File: src/rtl/core/dmd_pkg.sv
package dmd_pkg;

    // Fixed field widths of the stream and configuration port.
    localparam int DEPTH_W        = 24;
    localparam int CFG_W          = 11;
    localparam int CFG_IDX_W      = 1;

    // Defaults handed to the top level parameters.
    localparam int MAX_WIDTH_DEF  = 1024;
    localparam int PIXEL_BITS_DEF = 24;

    // Frame geometry limits and reset values.
    localparam int WIDTH_MIN      = 3;
    localparam int WIDTH_RST      = 640;
    localparam int HEIGHT_MIN     = 2;
    localparam int HEIGHT_LIMIT   = 1024;
    localparam int HEIGHT_RST     = 480;
    localparam int ROW_W          = $clog2(HEIGHT_LIMIT + 1);

    typedef enum logic [CFG_IDX_W-1:0] {
        CFG_FRAME_WIDTH  = 1'b0,
        CFG_FRAME_HEIGHT = 1'b1
    } t_cfg_reg;

    typedef enum logic {
        ACT_PIXEL = 1'b0,
        ACT_FLUSH = 1'b1
    } t_action;

    typedef struct packed {
        t_action              action;
        logic [DEPTH_W-1:0]   depth_in;
    } t_in_item;

    typedef struct packed {
        logic [DEPTH_W-1:0]   depth_out;
        logic                 frame_last;
    } t_out_item;

    // Control word of one item between the front end and the vertical stage.
    typedef struct packed {
        logic emit;        // item produces a result
        logic wr;          // item updates the line buffer column
        logic at_edge;     // first or last column: pass through
        logic use_older;   // include the older row in the vertical max
        logic frame_last;  // result is the final pixel of the frame
    } t_cmd_ctl;

endpackage

File: src/rtl/core/dmd_front.sv
module dmd_front #(
    parameter int MAX_WIDTH  = 1024,
    parameter int PIXEL_BITS = 24
) (
    input  logic                             i_clk,
    input  logic                             i_rst_n,
    input  logic                             i_cfg_we,
    input  logic [dmd_pkg::CFG_IDX_W-1:0]    i_cfg_index,
    input  logic [dmd_pkg::CFG_W-1:0]        i_cfg_data,
    input  logic                             i_in_valid,
    output logic                             o_in_ready,
    input  dmd_pkg::t_in_item                i_in_item,
    input  logic                             i_take,
    output logic                             o_cmd_valid,
    output dmd_pkg::t_cmd_ctl                o_cmd,
    output logic [PIXEL_BITS-1:0]            o_cmd_v,
    output logic [$clog2(MAX_WIDTH)-1:0]     o_cmd_addr,
    output logic                             o_rd_en,
    output logic [$clog2(MAX_WIDTH)-1:0]     o_rd_addr
);

    import dmd_pkg::*;

    localparam int CW    = $clog2(MAX_WIDTH + 1);
    localparam int AW    = $clog2(MAX_WIDTH);
    localparam int CMPW  = (CW > CFG_W) ? CW : CFG_W;
    localparam int W_RST = (WIDTH_RST > MAX_WIDTH) ? MAX_WIDTH : WIDTH_RST;

    logic [CW-1:0]         r_width;
    logic [ROW_W-1:0]      r_height;
    logic [ROW_W-1:0]      r_in_row;
    logic [CW-1:0]         r_in_col;
    logic [PIXEL_BITS-1:0] r_left;
    logic [PIXEL_BITS-1:0] r_center;
    logic                  r_cmd_valid;
    t_cmd_ctl              r_cmd;
    logic [PIXEL_BITS-1:0] r_cmd_v;
    logic [AW-1:0]         r_cmd_addr;

    logic [CMPW-1:0]       raw_w;
    logic [CFG_W-1:0]      raw_h;
    logic [CW-1:0]         n_width;
    logic [ROW_W-1:0]      n_height;
    t_cmd_ctl              n_cmd;
    logic [PIXEL_BITS-1:0] n_cmd_v;

    logic                  s1_ready;
    logic                  accept;
    logic                  is_flush;
    logic                  draining;
    logic                  col_nz;
    logic                  first_px;
    logic [CW-1:0]         w_last;
    logic [CW-1:0]         pc;
    logic                  at_edge;
    logic                  row_ge1;
    logic                  row_eq1;
    logic [PIXEL_BITS-1:0] px;
    logic [PIXEL_BITS-1:0] cur;
    logic [PIXEL_BITS-1:0] m_lc;
    logic [PIXEL_BITS-1:0] m_lcr;
    logic [PIXEL_BITS-1:0] hmax;

    // Saturate register writes into the supported geometry.
    always_comb begin
        raw_w = CMPW'(i_cfg_data);
        raw_h = i_cfg_data;
        if (raw_w < CMPW'(WIDTH_MIN)) begin
            n_width = CW'(WIDTH_MIN);
        end else if (raw_w > CMPW'(MAX_WIDTH)) begin
            n_width = CW'(MAX_WIDTH);
        end else begin
            n_width = raw_w[CW-1:0];
        end
        if (raw_h < CFG_W'(HEIGHT_MIN)) begin
            n_height = ROW_W'(HEIGHT_MIN);
        end else if (raw_h > CFG_W'(HEIGHT_LIMIT)) begin
            n_height = ROW_W'(HEIGHT_LIMIT);
        end else begin
            n_height = ROW_W'(raw_h);
        end
    end

    assign s1_ready = !r_cmd_valid || i_take;
    assign accept   = i_in_valid && s1_ready;
    assign is_flush = (i_in_item.action == ACT_FLUSH);
    assign draining = (r_in_row >= r_height);
    assign col_nz   = (r_in_col != '0);
    assign first_px = (r_in_row == '0) && !col_nz;
    assign w_last   = r_width - CW'(1);
    // The column finished by this item; wraps to the last column at a row start.
    assign pc       = col_nz ? (r_in_col - CW'(1)) : w_last;
    assign at_edge  = (pc == '0) || (pc == w_last);
    assign row_ge1  = col_nz ? (r_in_row >= ROW_W'(1)) : (r_in_row >= ROW_W'(2));
    assign row_eq1  = col_nz ? (r_in_row == ROW_W'(1)) : (r_in_row == ROW_W'(2));

    // Horizontal max over left, center and the new pixel.
    assign px    = PIXEL_BITS'(i_in_item.depth_in);
    assign cur   = is_flush ? '0 : px;
    assign m_lc  = (r_left > r_center) ? r_left : r_center;
    assign m_lcr = (m_lc > cur) ? m_lc : cur;
    assign hmax  = at_edge ? r_center : m_lcr;

    always_comb begin
        n_cmd   = '0;
        n_cmd_v = hmax;
        if (!is_flush && !draining) begin
            n_cmd.emit      = !first_px && row_ge1;
            n_cmd.wr        = !first_px;
            n_cmd.at_edge   = at_edge;
            n_cmd.use_older = !row_eq1;
        end else if (is_flush && draining) begin
            n_cmd.emit       = 1'b1;
            n_cmd.wr         = !col_nz;
            n_cmd.at_edge    = at_edge;
            n_cmd.use_older  = 1'b1;
            n_cmd.frame_last = (r_in_col == r_width);
            if (col_nz) begin
                n_cmd_v = '0;
            end
        end
    end

    always_ff @(posedge i_clk) begin
        if (!i_rst_n) begin
            r_width  <= CW'(W_RST);
            r_height <= ROW_W'(HEIGHT_RST);
            r_in_row <= '0;
            r_in_col <= '0;
            r_left   <= '0;
            r_center <= '0;
        end else if (i_cfg_we) begin
            case (t_cfg_reg'(i_cfg_index))
                CFG_FRAME_WIDTH: begin
                    r_width  <= n_width;
                    r_in_row <= '0;
                    r_in_col <= '0;
                    r_left   <= '0;
                    r_center <= '0;
                end
                CFG_FRAME_HEIGHT: begin
                    r_height <= n_height;
                    r_in_row <= '0;
                    r_in_col <= '0;
                    r_left   <= '0;
                    r_center <= '0;
                end
                default: begin
                end
            endcase
        end else if (accept) begin
            if (!is_flush && !draining) begin
                r_left   <= r_center;
                r_center <= px;
                if (r_in_col == w_last) begin
                    r_in_col <= '0;
                    r_in_row <= r_in_row + ROW_W'(1);
                end else begin
                    r_in_col <= r_in_col + CW'(1);
                end
            end else if (is_flush && draining) begin
                if (r_in_col >= r_width) begin
                    r_in_row <= '0;
                    r_in_col <= '0;
                    r_left   <= '0;
                    r_center <= '0;
                end else begin
                    r_in_col <= r_in_col + CW'(1);
                end
            end
        end
    end

    always_ff @(posedge i_clk) begin
        if (!i_rst_n) begin
            r_cmd_valid <= 1'b0;
        end else if (s1_ready) begin
            r_cmd_valid <= accept;
        end
    end

    always_ff @(posedge i_clk) begin
        if (s1_ready) begin
            r_cmd      <= n_cmd;
            r_cmd_v    <= n_cmd_v;
            r_cmd_addr <= pc[AW-1:0];
        end
    end

    assign o_in_ready  = s1_ready;
    assign o_cmd_valid = r_cmd_valid;
    assign o_cmd       = r_cmd;
    assign o_cmd_v     = r_cmd_v;
    assign o_cmd_addr  = r_cmd_addr;
    assign o_rd_en     = s1_ready;
    assign o_rd_addr   = pc[AW-1:0];

endmodule

File: config.mk
export PLATFORM = sky130hd
export DESIGN_NAME = dmd_front
export DESIGN_NICKNAME = d
export VERILOG_FILES = /design/src/rtl/core/dmd_pkg.sv /design/src/rtl/core/dmd_front.sv
export SDC_FILE = /design/constraint.sdc
export NUM_CORES = 1
export LEC_CHECK = 0
export BUFFER_PORTS_ARGS = -buffer_cell sky130_fd_sc_hd__buf_2
export CORE_MARGIN = 3
export CORE_UTILIZATION = 50
export DETAILED_ROUTE_END_ITERATION = 7
export GPL_ROUTABILITY_DRIVEN = 0
export PLACE_DENSITY_LB_ADDON = 0.08
export SLEW_MARGIN = 20
export SYNTH_ARGS = -nofsm -noshare
export SYNTH_HDL_FRONTEND = slang
export SYNTH_SLANG_ARGS = --single-unit
File: constraint.sdc
create_clock -name i_clk -period 9.42 [get_ports i_clk]
set_input_delay 1.884 -clock i_clk [delete_from_list [all_inputs] [get_ports i_clk]]
set_output_delay 1.884 -clock i_clk [all_outputs]
set_load 0.005 [all_outputs]
==> run_results.csv <==
group,metric,value,unit
outcome,outcome,"finished clean",
placement,dp_cells,1234,
synthesis,synth-async-reset-ratio,0,%
critical_path,worst_ep_required_time,9.54,ns
synthesis,syn_inst,972,
layout,fin_cells,1266,
route,wl,21700,um
synthesis,synth_flop_cell,"dfxtp_1",
synthesis,synth_cell_types,74,
synthesis,ys_seq_area_share,35.3,%
route,top_layer,"met4",
timing,setup_viol,0,
synthesis,synth_top_cells_by_area,"dfxtp_1 (22%), edfxtp_1 (14%), ha_1 (12%)",
route,via_count,7108,
critical_path,worstPathArrival,6.37,ns
die,dieArea,18800,um^2
timing,tightest_slew,1.09,ns
route,wl_per_cell,17.1,um
route,drt-vias-per-instance,5.61,
global_routing,gr-usage-all-layers,23.6,%
clock_tree,h-tree-depth,4,
route,ant_nets,0,
clock_tree,cts_tree,"built",
global_routing,antenna_found_initial,0,
global_routing,grt_pass1_vias,6790,
layout,area_growth_syn_to_layout,13.8,%
min_path,hp-class,"flop to flop",
run,drv_cap,0,
critical_path,crit_family,"compound AO/OA/AOI/OAI gates",
power_and_ir_drop,powerDensity,158,nW/um^2
layout,nets,1155,
clock_tree,cts_made_buffers,17,
die,die-width,137,um
synthesis,synth.cell_area,8590,um^2
route,dr.pass1.iters,5,
die,ios,94,
layout,layout_common_cells,"nor2_1 (119), buf_2 (93), dfxtp_1 (93), ha_1 (80), inv_1 (71)",
clock_tree,cts_resized,0,
timing,slew_headroom,27.2,%
timing,slew_violations,0,
power_and_ir_drop,p_leak,0.00428,uW
synthesis,ys_seq_elements,132,
clock_tree,cts-root-buf,"clkbuf_16",
critical_path,path_max_fanout,13,
power_and_ir_drop,peakVddDrop,0.119,mV
critical_path,max_stage_delay,0.87,ns
synthesis,yosysWarnings,0,
layout,drive_above_1_share,16.1,%
global_routing,grt_pass1_wl,35100,um
route,wl_met3,972,um
placement,io_buffers,93,
synthesis,synth.top_cell.area_share,21.7,%
route,dr.first_iter.drc_count,470,
timing,setup_ws,3.17,ns
placement,dp_slack,3.22,ns
layout,final_common_cell,"nor2_1",
timing,fmax,160,MHz
route,wl_met2,9530,um
timing,hold_viol_final,0,
timing,fin_crit,6.25,ns
critical_path,path_class,"flop to flop",
clock_tree,clk_pin_slew_worst_paths,0.06,ns
critical_path,path_cells,"inv_1 -> ha_1 -> a21o_1 -> nand3_1 -> a21oi_1 -> a2111oi_0 -> a32o_1 -> buf_4 -> mux2_2 -> ha_1 -> nor2b_1 -> o21a_1 -> o21ai_0 -> a21oi_1 -> o211ai_1 -> and2_1 -> buf_4 -> mux2i_1 -> a211oi_1",
clock_tree,clkSinkCount,132,
clock_tree,post_cts_buffers,0,
clock_tree,clockBufferDepth,2,
critical_path,crit_slowest_cell,"o211ai_1",
clock_tree,hold_buffers,0,
global_routing,grt_max_degree,80,
synthesis,yosys.area.top_type,"dfxtp_1",
route,wl_met1,10800,um
clock_tree,insertion_delay,0.42,ns
timing,skew,0.00819,ns
synthesis,synth_edf_count,39,
synthesis,syn_nets,1094,
route,route.detailed.drc,0,
die,rows,47,
die,core_area,16700,um^2
critical_path,cp-start-kind,"flop",
timing,fin_tns_setup,0,ns
timing,min_period_over_period,66.4,%
global_routing,gr-total-overflow,0,
die,die_h,137,um
critical_path,end_kind,"flop",
placement,hpwl,15400,um
layout,antennaDiodeCount,0,
timing,grt_setup_unrepaired,"false",
die,start_util,51.5,%
synthesis,syn_area_per_cell,8.84,um^2
critical_path,crit_buf_inv,3,
[synthesized netlist by cell type, types with 7 or more instances]
cell type,n
a211oi_1,18
a21o_1,10
a21oi_1,67
a22oi_1,8
and3_1,7
buf_1,9
buf_2,9
clkbuf_1,36
dfxtp_1,93
edfxtp_1,39
ha_1,80
inv_1,72
mux2_2,23
mux2i_1,41
nand2_1,58
nand3_1,32
nand4_1,21
nor2_1,119
nor2b_1,30
nor3_1,12
nor4_1,9
o2111ai_1,13
o21ai_0,17
o31ai_1,13
xnor2_1,27
xor2_1,9
[per-layer routing]
metal  track usage [%]  up-vias
met4              7.21        0
li1                  -     3606
met2              36.2      166
met3              3.97       33
met1              34.1     3303
met5                 0        -
[stage by stage]
stage               power (uW)  instance area [um^2]  utilization (%)  hold slack [ns]
floorplan                  782                  8590                -            0.441
global route              1610                  9780             58.6            0.511
global placement           858                  9170             54.9            0.458
finish                    1540                  9780             58.6            0.471
CTS                       1550                  9780             58.6            0.475
detailed placement         860                  9170             54.9            0.460
[worst register-to-register path: stages, from the launching register on]
cell and delay, ns:
dfxtp_1 0.36, inv_1 0.08, ha_1 0.29, a21o_1 0.16, nand3_1 0.08, a21oi_1 0.08, a2111oi_0 0.41, a32o_1 0.66
buf_4 0.36, mux2_2 0.38, ha_1 0.31, nor2b_1 0.14, o21a_1 0.16, o21ai_0 0.15, a21oi_1 0.08, o211ai_1 0.87
and2_1 0.67, buf_4 0.38, mux2i_1 0.24, a211oi_1 0.09
[final cells by class]
type                            instances  area [um^2]
Sequential cell                       132         3030
Inverter                               72          270
Timing Repair Buffer                   99          510
Clock buffer                           18          429
Fill cell                            1551         6920
Clock inverter                         14          185
Tap cell                              220          275
Multi-Input combinational cell        711         5080
[state kept, by name (all words and copies together), names as in the netlist, 5 cells and up]
| register | count |
|---|---|
| r_width | 11 |
| o_cmd_addr | 10 |
| r_in_col | 11 |
| r_height | 11 |
| r_in_row | 11 |
| o_cmd | 5 |
| o_cmd_v | 24 |
| r_left | 24 |
| r_center | 24 |
[power by group]
group | total [uW] | internal (uW) | switching [uW]
Clock | 693 | 441 | 252
Combinational | 221 | 91.1 | 129
Sequential | 629 | 616 | 12.8
[path summary, 6_finish.rpt]
path / start / to / slack (ns) / cells after the start
worst max-delay path: r_center[17] / o_cmd_v[2] / 3.17 / 19
worst min-delay path: r_height[6] / r_height[6] / 0.47 / 2
worst max register to register: r_center[17] / o_cmd_v[2] / 3.17 / 19
worst min register to register: r_height[6] / r_height[6] / 0.47 / 2
[logic make-up (layout without fill, tap and decap cells)]
kind of cell    Yosys count  after routing  share of synthesized area [%]
mux                      65             65                           7.92
xor+xnor                 41             41                           4.91
simple gates            330            330                           19.0
compound gates          195            195                           15.3
flops                   132            132                           35.3
fa+ha+maj                80             80                           11.6
buf+inv                 129            203                           5.94
(Power assumes the default switching activity.)
