<file path="src/rtl/core/dmd_pkg.sv">
package dmd_pkg;

    // Fixed field widths of the stream and configuration port.
    localparam int DEPTH_W        = 24;
    localparam int CFG_W          = 11;
    localparam int CFG_IDX_W      = 1;

    // Defaults handed to the top level parameters.
    localparam int MAX_WIDTH_DEF  = 1024;
    localparam int PIXEL_BITS_DEF = 24;

    // Frame geometry limits and reset values.
    localparam int WIDTH_MIN      = 3;
    localparam int WIDTH_RST      = 640;
    localparam int HEIGHT_MIN     = 2;
    localparam int HEIGHT_LIMIT   = 1024;
    localparam int HEIGHT_RST     = 480;
    localparam int ROW_W          = $clog2(HEIGHT_LIMIT + 1);

    typedef enum logic [CFG_IDX_W-1:0] {
        CFG_FRAME_WIDTH  = 1'b0,
        CFG_FRAME_HEIGHT = 1'b1
    } t_cfg_reg;

    typedef enum logic {
        ACT_PIXEL = 1'b0,
        ACT_FLUSH = 1'b1
    } t_action;

    typedef struct packed {
        t_action              action;
        logic [DEPTH_W-1:0]   depth_in;
    } t_in_item;

    typedef struct packed {
        logic [DEPTH_W-1:0]   depth_out;
        logic                 frame_last;
    } t_out_item;

    // Control word of one item between the front end and the vertical stage.
    typedef struct packed {
        logic emit;        // item produces a result
        logic wr;          // item updates the line buffer column
        logic at_edge;     // first or last column: pass through
        logic use_older;   // include the older row in the vertical max
        logic frame_last;  // result is the final pixel of the frame
    } t_cmd_ctl;

endpackage

</file>
<file path="src/rtl/core/dmd_back.sv">
module dmd_back #(
    parameter int MAX_WIDTH  = 1024,
    parameter int PIXEL_BITS = 24
) (
    input  logic                           i_clk,
    input  logic                           i_rst_n,
    input  logic                           i_cmd_valid,
    input  dmd_pkg::t_cmd_ctl              i_cmd,
    input  logic [PIXEL_BITS-1:0]          i_cmd_v,
    input  logic [$clog2(MAX_WIDTH)-1:0]   i_cmd_addr,
    input  logic [2*PIXEL_BITS-1:0]        i_rd_data,
    output logic                           o_take,
    output logic                           o_wr_en,
    output logic [$clog2(MAX_WIDTH)-1:0]   o_wr_addr,
    output logic [2*PIXEL_BITS-1:0]        o_wr_data,
    output logic                           o_out_valid,
    input  logic                           i_out_ready,
    output dmd_pkg::t_out_item             o_out_item
);

    import dmd_pkg::*;

    logic                  r_out_valid;
    t_out_item             r_out_item;

    logic                  take;
    logic [PIXEL_BITS-1:0] older;
    logic [PIXEL_BITS-1:0] recent;
    logic [PIXEL_BITS-1:0] older_m;
    logic [PIXEL_BITS-1:0] m_or;
    logic [PIXEL_BITS-1:0] m_orv;
    logic [PIXEL_BITS-1:0] res;

    assign take    = !r_out_valid || i_out_ready;
    assign older   = i_rd_data[2*PIXEL_BITS-1:PIXEL_BITS];
    assign recent  = i_rd_data[PIXEL_BITS-1:0];

    // Vertical max across the older row, recent row and this row.
    assign older_m = i_cmd.use_older ? older : '0;
    assign m_or    = (older_m > recent) ? older_m : recent;
    assign m_orv   = (m_or > i_cmd_v) ? m_or : i_cmd_v;
    assign res     = i_cmd.at_edge ? recent : m_orv;

    // Shift the column: recent becomes older, this row becomes recent.
    assign o_wr_en   = i_cmd_valid && i_cmd.wr && take;
    assign o_wr_addr = i_cmd_addr;
    assign o_wr_data = {recent, i_cmd_v};

    always_ff @(posedge i_clk) begin
        if (!i_rst_n) begin
            r_out_valid <= 1'b0;
        end else if (take) begin
            r_out_valid <= i_cmd_valid && i_cmd.emit;
        end
    end

    always_ff @(posedge i_clk) begin
        if (take && i_cmd_valid && i_cmd.emit) begin
            r_out_item.depth_out  <= DEPTH_W'(res);
            r_out_item.frame_last <= i_cmd.frame_last;
        end
    end

    assign o_take      = take;
    assign o_out_valid = r_out_valid;
    assign o_out_item  = r_out_item;

endmodule

</file>
<file path="config.mk">
export PLATFORM = sky130hd
export DESIGN_NAME = dmd_back
export DESIGN_NICKNAME = d
export VERILOG_FILES = /design/src/rtl/core/dmd_pkg.sv /design/src/rtl/core/dmd_back.sv
export SDC_FILE = /design/constraint.sdc
export NUM_CORES = 1
export LEC_CHECK = 0
export ABC_AREA = 0
export BUFFER_PORTS_ARGS = -buffer_cell sky130_fd_sc_hd__clkbuf_2
export CAP_MARGIN = 30
export CORE_MARGIN = 1
export CORE_UTILIZATION = 34
export CTS_CLUSTER_SIZE = 10
export DETAILED_ROUTE_END_ITERATION = 8
export PLACE_DENSITY = 0.73
export SLEW_MARGIN = 30
export SYNTH_ARGS = -nofsm -noshare
export SYNTH_HDL_FRONTEND = slang
export SYNTH_SLANG_ARGS = --single-unit
</file>
<file path="constraint.sdc">
create_clock -name i_clk -period 7.7 [get_ports i_clk]
set_input_delay 0.385 -clock i_clk [delete_from_list [all_inputs] [get_ports i_clk]]
set_output_delay 0.385 -clock i_clk [all_outputs]
set_load 0.05 [all_outputs]
</file>
==> results of run 1 <==
synth_stat cells, types with 2 or more instances:
library cell  number
buf_4             61
a21oi_1           19
nor2b_1            2
a2bb2oi_1          2
ha_1              48
o311ai_1          24
buf_6              4
nor3_1             2
o21ai_0           29
nand2_1           59
edfxtp_1          25
inv_1             71
a21boi_0           2
nand4_1           11
clkbuf_1           8
o211ai_1           3
o21a_1             2
buf_2              6
nand3_1           53
nor2_1             7
nand4_2            2
per-layer routing:
metal  wire length [um]  up-vias
met5                  0        -
met4                207        0
met3                507       22
met2               4740      127
met1               3899     1604
li1                   -     1714
cell families after synthesis:
| family | Yosys count | share of synthesized area, % |
|---|---|---|
| buf+inv | 151 | 23.91 |
| simple gates | 141 | 19.60 |
| compound gates | 88 | 17.16 |
| fa+ha+maj | 48 | 17.23 |
| flops | 26 | 22.11 |
flip-flops by register name (all words and copies together) (netlist names):
register	cells
o_out_item	25
o_out_valid	1
cell type report:
cell class / count / area (um^2)
Multi-Input combinational cell: 277 / 1907
Fill cell: 1003 / 5867
Timing Repair Buffer: 161 / 838.3
Inverter: 72 / 270.3
Clock buffer: 4 / 45.04
Sequential cell: 26 / 770.7
Tap cell: 133 / 166.4
critical path, cell delays in order:
cell and delay [ps]:
clkbuf_2 410, nand2_1 180, inv_1 90, ha_1 260
a21oi_1 160, nand2_1 70, a21oi_1 230, nand3_1 190
o21ai_4 380, buf_16 220, o21ai_0 120, ha_1 320
a21oi_1 140, o21ai_0 140, a221oi_1 550, nand3_1 150
nand2_1 310, buf_4 430, nand3_1 140, o311ai_1 130
worst min-delay path by stage:
stage / from / end / slack (ps) / cells after the start
2_1_floorplan: i_cmd[0] / o_out_item[0]$_DFFE_PP_ / 480 / 0
3_3_place_gp: o_out_valid$_SDFFE_PN0N_ / o_out_valid$_SDFFE_PN0N_ / 520 / 2
3_5_place_dp: o_out_valid$_SDFFE_PN0N_ / o_out_valid$_SDFFE_PN0N_ / 560 / 2
4_1_cts: i_cmd[0] / o_out_item[0]$_DFFE_PP_ / 280 / 1
5_1_grt: i_cmd[0] / o_out_item[0]$_DFFE_PP_ / 290 / 1
6_report: i_cmd[0] / o_out_item[0]$_DFFE_PP_ / 280 / 1
stage by stage:
step	hold slack, ps	power (mW)
6_report	280.0	0.5617
5_1_grt	291.0	0.5979
4_1_cts	282.7	0.5592
3_5_place_dp	557.0	0.4731
3_3_place_gp	520.9	0.4645
2_1_floorplan	483.9	0.4287
layout by cell type, fill, tap and decap left out, drive strengths merged, types with 3 or more instances in the layout:
master	count
inv	71
nand2	59
buf	5
a21oi	19
o21ai	30
edfxtp	25
nor2	7
nand4	13
clkbuf	160
o211ai	3
ha	48
o311ai	25
nand3	53
power groups by stage:
stage | combinational (mW) | clock, mW | sequential, mW
floorplan | 0.221 | 0 | 0.208
global placement | 0.289 | 0 | 0.176
detailed placement | 0.297 | 0 | 0.176
CTS | 0.298 | 0.0885 | 0.172
global route | 0.331 | 0.0931 | 0.173
finish | 0.300 | 0.0893 | 0.172
==> results.ini, run 1 <==
[synth]
yosys.area.top_type=edfxtp_1
synth_area_leaders=edfxtp_1 22%, ha_1 17%, buf_4 13%
syn_area_mm2=0.003486
synthCells=454
yosysTopAreaCellShare_pct=21.54
synth.avg_cell_area_um2=7.678
ys_ff_latch=26
synth_edf_count=25
synth_seq_area_share_pct=22.11
synthFlopType=edfxtp_1
yosysWarnings=0
ys_async_sr_fraction_pct=0
yosysUniqueCellTypes=35
synth_nets=593

[outcome]
status=finished, final reports clean

[grt]
use_met3_pct=1.478
grt_pass1_wl_mm=14.41
use_met1_pct=20.52
globalRouteOverflowTotal=0
grt_usage_pct=17.24
grt_pass1_vias=3210
busiest_layer=met2
antenna_found_initial=0
grtUsageMet2_pct=32.15
grt_max_degree=49

[timing]
skew_ps=7.851
fmax_mhz=201.9
rsz0062_at_grt=false
max_slew_margin_pct=42.86
final_hold_viol_count=0
setup-tns-final_ps=0
slew_violations=0
worst_slack_ps=2746
period_share_pct=64.33
setup_violations=0
fin_crit_ps=4954
tightest_slew_ps=851.8

[power]
pwr-share-comb_pct=53.4
switching_share_pct=46.94
p_per_area_mw_per_mm2=140.5
switchingPower_uw=263.7
intPower_uw=298.0
p_clk_share_pct=15.9
cellLeakagePower_nw=2.225
power.share.sequential_pct=30.7
peakVddDrop_mv=0.07594

[worst_setup_path]
worstPathRequired_ps=7790
critPathCapture=o_out_item[14]$_DFFE_PP_
reg2reg_slack_ps=6450
critPathKind=input pin to flip-flop
reg2regPathDepth=3
startpoint=i_cmd[1]
crit_path_end_kind=flip-flop
r2r-end=o_out_item[4]$_DFFE_PP_
worstSetupStartpointType=input pin
crit_fanout=40
arrival_ps=5040
worstReg2RegStart=o_out_valid$_SDFFE_PN0N_

[cells_and_area]
final_cell_area_mm2=0.003998
final_nets=680
fin_util_pct=40.53
finalNonFillerCells=673
diodes=0
syn_to_final_growth_pct=14.68
layout-drive-gt1-share_pct=32.04

[routing]
via_count=3467
drt-pass1-iter-count=4
drc=0
routed_wl_mm=9.354
drt_iter0_markers=131
antenna_left=0
wl_per_cell_um=13.90
viasPerCell=5.152

[cts]
cts_setup_buffers=0
cts_tree=yes
worst_skew_pair.late_latency_ps=290
cts_buffer_depth=2
cts-root-buf=clkbuf_8
cts_resized=0
htree_levels=1
clkTransAtPathRegs_ps=100
numCtsBuffers=3
cts.hold.buffers_added=0
cts.sinks=26

[placement]
io_buffer_count=156
dp_hpwl_mm=7.641
place_ws_ps=2142
dpl_cell_area_mm2=0.003925
place.gp.congestion=0.8611
placed_cells=668

[floorplanning]
die_area_mm2=0.01066
dieWidth_um=103.3
initial_core_util_pct=35.34
core_area_mm2=0.009864
die_h_um=103.3
std_cell_rows=36
ios=177

[worst_hold_path]
hold_path_class=input pin to flip-flop

[run]
timing.max_cap.violations=0

(Power assumes the default switching activity.)
==> run 2, diff against run 1 <==
Settings changed: PLACE_DENSITY 0.73 to 0.75.
Clock period 7.7 ns to 4.4 ns, I/O delays scaled along.
==> run 2 against run 1 <==
Clock skew fell by 4.8 ps. Global-route usage rose by 0.36 points. Die area did not move. Combinational power rose by 82%. Sequential power rose by 75%. Wire length rose by 2.9%. Critical path type unchanged. Largest power group unchanged. Highest routed layer unchanged.
==> results.ini, run 2 (synthesis gave the netlist of run 1 again) <==
[cts]
worst_skew_pair.late_latency_ps=280  ; about the same
cts_buffer_depth=2  ; unchanged
cts.sinks=26  ; unchanged
cts-root-buf=clkbuf_8
htree_levels=1  ; unchanged
numCtsBuffers=3  ; unchanged
clkTransAtPathRegs_ps=100  ; about the same
cts_tree=yes
cts.hold.buffers_added=0  ; unchanged

[floorplanning]
die_h_um=103.3  ; unchanged
initial_core_util_pct=35.34  ; unchanged
dieWidth_um=103.3  ; unchanged
core_area_mm2=0.009864  ; unchanged
die_area_mm2=0.01066  ; unchanged
ios=177  ; unchanged
std_cell_rows=36  ; unchanged

[worst_setup_path]
path_cells=clkbuf_2 -> buf_4 -> nand2_1 -> inv_1 -> ha_1 -> nand4_1 -> nor4_4 -> o31a_1 -> o21ai_4 -> buf_12 -> buf_12 -> o21ai_0 -> ha_1 -> a211oi_2 -> nor2_1 -> o311ai_2 -> nand3_1 -> nand2_1 -> buf_4 -> nand3_1 -> o311ai_1
worstReg2RegStart=o_out_valid$_SDFFE_PN0N_
worstSetupStartpointType=input pin
arrival_ps=4150  ; -890 ps
crit_path_end_kind=flip-flop
startpoint=i_cmd[1]
crit_fanout=24  ; -40%
worstPathRequired_ps=4500  ; -3290 ps
r2r-end=o_out_item[2]$_DFFE_PP_
max_stage_delay_ps=370  ; -180 ps
cp.depth=21  ; +5.0%
path_delay_family=compound AO/OA/AOI/OAI gates
critPathCapture=o_out_item[18]$_DFFE_PP_
reg2regPathDepth=3  ; unchanged
reg2reg_slack_ps=3160  ; -3290 ps
worst-path-buf-inv=6  ; +2
critPathKind=input pin to flip-flop
crit_slowest_cell=nor4_4

[grt]
grt_pass1_wl_mm=14.67  ; +1.8%
antenna_found_initial=0  ; unchanged
globalRouteOverflowTotal=0  ; unchanged
grt_max_degree=27  ; -45%
grt_pass1_vias=3181  ; -0.90%
grt_usage_pct=17.60  ; +0.36 points

[timing]
rsz0062_at_grt=false
final_hold_viol_count=0  ; unchanged
skew_ps=3.014  ; -4.837 ps
fmax_mhz=246.5
slew_violations=0  ; unchanged
period_share_pct=92.20
tightest_slew_ps=859.6  ; +7.778 ps
fin_crit_ps=4057
setup_violations=0  ; unchanged
setup-tns-final_ps=0  ; unchanged
max_slew_margin_pct=42.34  ; -0.52 points

[power]
cellLeakagePower_nw=2.301  ; +3.4%
p_per_area_mw_per_mm2=242.1  ; +72%
peakVddDrop_mv=0.08971  ; +18%

[routing]
drt-pass1-iter-count=4  ; unchanged
wl_per_cell_um=14.05  ; +1.1%
drc=0  ; unchanged
wl_met2_mm=4.834  ; +2.0%
top_layer=met4
antenna_left=0  ; unchanged
wl_met3_um=565  ; +11%
drt_iter0_markers=139  ; +6.1%
wl_met1_mm=4.061  ; +4.2%
routed_wl_mm=9.627  ; +2.9%
via_count=3456  ; -0.32%
viasPerCell=5.045  ; -2.1%

[cells_and_area]
final_nets=692  ; +1.8%
syn_to_final_growth_pct=17.80
layout_common_cells=156 x clkbuf_2, 71 x inv_1, 58 x nand2_1, 52 x nand3_1, 48 x ha_1
fillers=995  ; -0.80%
largest_reg_flops=25  ; unchanged
final_common_cell=clkbuf_2
fin_util_pct=41.63  ; +1.1 points
diodes=0  ; unchanged
layout-drive-gt1-share_pct=33.88  ; +1.8 points

[placement]
dp_hpwl_mm=7.783  ; +1.9%
io_buffer_count=156  ; unchanged
place.gp.congestion=0.8601  ; -0.12%

[outcome]
status=finished, final reports clean

[worst_hold_path]
hold_path_class=input pin to flip-flop

[run]
timing.max_cap.violations=0  ; unchanged

## run 2: routing by layer
| metal | up-vias | global-route usage, % |
|---|---|---|
| li1 | 1737 | - |
| met1 | 1566 | 22.03 |
| met4 | 0 | 6.392 |
| met2 | 133 | 31.38 |
| met3 | 20 | 1.747 |
| met5 | - | 0 |
## run 2: area by class of cell
class	count	area [um^2]	area share, %
Sequential cell	26	770.7	18.77
Timing Repair Buffer	172	925.9	22.55
Clock buffer	4	45.04	1.097
Inverter	72	270.3	6.581
Tap cell	133	166.4	4.052
Multi-Input combinational cell	278	1928	46.95
## run 2: repair_timing
action	CTS	global route
resized for setup	0	4
hold endpoints to repair	0	0
setup buffers	0	3
setup endpoints to repair	0	24
## run 2: worst min path at each step
| stage | endpoint | cells after the start | slack [ps] | start |
|---|---|---|---|---|
| floorplan | o_out_item[0]$_DFFE_PP_ | 0 | 320 | i_cmd[0] |
| global placement | o_out_item[0]$_DFFE_PP_ | 1 | 410 | i_cmd[0] |
| detailed placement | o_out_item[0]$_DFFE_PP_ | 1 | 410 | i_cmd[0] |
| CTS | o_out_item[0]$_DFFE_PP_ | 1 | 110 | i_cmd[0] |
| global route | o_out_item[0]$_DFFE_PP_ | 1 | 110 | i_cmd[0] |
| finish | o_out_item[0]$_DFFE_PP_ | 1 | 120 | i_cmd[0] |
## run 2: power by group
part	total [mW]	switching [mW]	leakage (nW)	internal, mW
registers	0.301	0.00428	0.244	0.297
logic	0.545	0.371	2.03	0.174
clock network	0.148	0.0828	0.0228	0.0650
total	0.994	0.458	2.30	0.536
## run 2: through the flow
step | cells | power, mW | hold WS, ps | cell area [um^2] | setup slack [ps]
after CTS | 681 | 0.9934 | 112.3 | 4039 | 194.7
after detailed placement | 677 | 0.8428 | 406.3 | 3994 | -88.00
after global routing | 685 | 1.064 | 114.2 | 4106 | 4.106
final | 685 | 0.9943 | 121.0 | 4106 | 343.2
after global placement | 677 | 0.8286 | 405.9 | 3994 | 38.40
after floorplan | 454 | 0.7502 | 318.9 | 3486 | 544.9
==> run 3, diff against run 2 <==
--- a/config.mk
+++ b/config.mk
@@ -18,2 +18,3 @@
 export SYNTH_HDL_FRONTEND = slang
 export SYNTH_SLANG_ARGS = --single-unit
+export TNS_END_PERCENT = 50
==> constraint.sdc (replaced) <==
create_clock -name i_clk -period 4.4 [get_ports i_clk]
set_input_delay 0.88 -clock i_clk [delete_from_list [all_inputs] [get_ports i_clk]]
set_output_delay 0.88 -clock i_clk [all_outputs]
set_load 0.05 [all_outputs]
==> run 3 against run 2 <==
Total power rose by 23%. Largest cell class unchanged. Utilization rose by 10 points. The flow now finishes with violations (setup timing). Combinational power rose by 29%. Clock power rose by 45%. Global-route usage rose by 1.3 points. First-iteration DRC count rose by 40%.
==> results.ini, run 3 (synthesis gave the netlist of run 1 again) <==
[timing]
skew_ps=10.98  ; +7.966 ps
tightest_slew_ps=900.4  ; +40.80 ps
slew_violations=0  ; unchanged
fmax_mhz=224.3  ; -9.0%
final_hold_viol_count=0  ; unchanged
setup-tns-final_ps=-323.3  ; -323.3 ps
setup_violations=13  ; +13
rsz0062_at_grt=true
fin_crit_ps=4458  ; +401.0 ps
max_slew_margin_pct=39.60  ; -2.7 points
worst_slack_ps=-57.73  ; -401.0 ps
period_share_pct=101.3  ; +9.1 points

[worst_setup_path]
worst-path-buf-inv=6  ; unchanged
path_cells=buf_16 -> buf_12 -> nand2_4 -> inv_4 -> ha_4 -> nand4_4 -> nor4_4 -> o31a_1 -> o21ai_4 -> buf_12 -> clkbuf_16 -> nand2_2 -> o21ai_2 -> ha_1 -> nand4_1 -> nor4_4 -> o311ai_4 -> nand3_2 -> nand2_4 -> buf_12 -> nand3_1 -> o311ai_2
path_delay_family=simple AND/OR/NAND/NOR gates
crit_top_cell=buf_12
arrival_ps=4480  ; +330 ps
crit_fanout=24  ; unchanged
crit_slowest_cell=nor4_4
worstSetupStartpointType=input pin
max_stage_delay_ps=430  ; +60 ps
crit_path_end_kind=flip-flop
critPathKind=input pin to flip-flop
worstPathRequired_ps=4430  ; -70 ps

[grt]
grt_usage_pct=18.85  ; +1.3 points
antenna_found_initial=0  ; unchanged
globalRouteOverflowTotal=0  ; unchanged
grt_pass1_vias=3507  ; +10%
grt_pass1_wl_mm=15.65  ; +6.7%
grt_max_degree=27  ; unchanged

[cells_and_area]
fin_util_pct=51.88  ; +10 points
layout_common_cells=155 x clkbuf_2, 64 x inv_1, 60 x buf_4, 48 x nand3_1, 37 x nand2_1
layout-drive-gt1-share_pct=50.16  ; +16 points
finalNonFillerCells=741  ; +8.2%
syn_to_final_growth_pct=46.81
final_common_cell=clkbuf_2
final_nets=748  ; +8.1%
diodes=0  ; unchanged
largest_reg_flops=25  ; unchanged
final_cell_area_mm2=0.005117  ; +25%

[routing]
viasPerCell=5.070  ; +0.49%
antenna_left=0  ; unchanged
drt-pass1-iter-count=4  ; unchanged
via_count=3757  ; +8.7%
drt_iter0_markers=194  ; +40%
routed_wl_mm=11.24  ; +17%
wl_per_cell_um=15.17  ; +8.0%
drc=0  ; unchanged

[outcome]
failed_checks=setup timing
status=complete, but fails checks

[cts]
cts_buffer_depth=2  ; unchanged
numCtsBuffers=3  ; unchanged
cts.sinks=26  ; unchanged
htree_levels=1  ; unchanged
worst_skew_pair.late_latency_ps=290  ; about the same
clkTransAtPathRegs_ps=110  ; about the same
cts_tree=yes
cts-root-buf=clkbuf_8

[floorplanning]
std_cell_rows=36  ; unchanged
dieWidth_um=103.3  ; unchanged
core_area_mm2=0.009864  ; unchanged
die_area_mm2=0.01066  ; unchanged
initial_core_util_pct=35.34  ; unchanged
die_h_um=103.3  ; unchanged
ios=177  ; unchanged

[power]
cellLeakagePower_nw=2.688  ; +17%
p_per_area_mw_per_mm2=238.1  ; -1.7%
total_power_mw=1.219  ; +23%
peakVddDrop_mv=0.1112  ; +24%

[placement]
dpl_cell_area_mm2=0.004372  ; +9.5%
placed_cells=722  ; +6.6%
place.gp.congestion=0.8692  ; +1.1%
dp_hpwl_mm=8.486  ; +9.0%
io_buffer_count=156  ; unchanged

[worst_hold_path]
hold_path_class=flip-flop to flip-flop

[run]
timing.max_cap.violations=0  ; unchanged

run 3: cell types whose count changed in the layout (fill, tap and decap cells not counted), sizes merged:
cell / change
buf: +53
clkbuf: +3
bufinv: +1
o21ai: -1
run 3: timing repair:
| action | 4_1_cts | 5_1_grt |
|---|---|---|
| cloned | 0 | 5 |
| setup buffers | 1 | 9 |
| endpoints found under the setup margin | 24 | 24 |
| hold buffers | 0 | 0 |
| resized for setup | 15 | 80 |
| pin swaps | 4 | 24 |
run 3: final timing paths:
check                           slack, ps  cells after the start                       end                startpoint
worst max register to register       3110                      3   o_out_item[3]$_DFFE_PP_  o_out_valid$_SDFFE_PN0N_
worst max-delay path                  -60                     22  o_out_item[19]$_DFFE_PP_                  i_cmd[1]
worst min register to register        570                      2  o_out_valid$_SDFFE_PN0N_  o_out_valid$_SDFFE_PN0N_
worst min-delay path                  570                      2  o_out_valid$_SDFFE_PN0N_  o_out_valid$_SDFFE_PN0N_
run 3: layout make-up:
| type | instances | area [um^2] |
|---|---|---|
| inverter | 72 | 272.8 |
| sequential | 26 | 770.7 |
| clock inverter | 1 | 30.03 |
| tap | 133 | 166.4 |
| fill | 911 | 4747 |
| clock buffer | 3 | 41.29 |
| timing repair buffer | 229 | 1513 |
| multi-input combinational | 277 | 2323 |
run 3: routing by layer:
layer	wire, um	up-vias	GRT usage, %
met1	4451	1715	20.97
met4	250	0	8.884
met5	0	-	0
li1	-	1843	-
met2	5883	168	35.38
met3	658	31	2.554
run 3: power breakdown:
part	leakage (nW)	internal [mW]	switching, mW
clock	0.0357	0.122	0.0933
combinational	2.41	0.272	0.430
sequential	0.244	0.297	0.00494
run 3: stage by stage:
stage,worst slack [ps],hold slack [ps]
after floorplan,9.986,978.9
after global placement,-427.3,524.6
after detailed placement,-571.8,568.1
after CTS,-7.877,584.2
after global routing,-202.1,626.5
final,-57.73,572.7
run 3: tightest hold or removal path, delay by kind of cell (launching register included):
kind	cells	cell delay [ps]
flip-flops	1	330
AND/OR/NAND/NOR	1	120
AO/OA/AOI/OAI	1	90
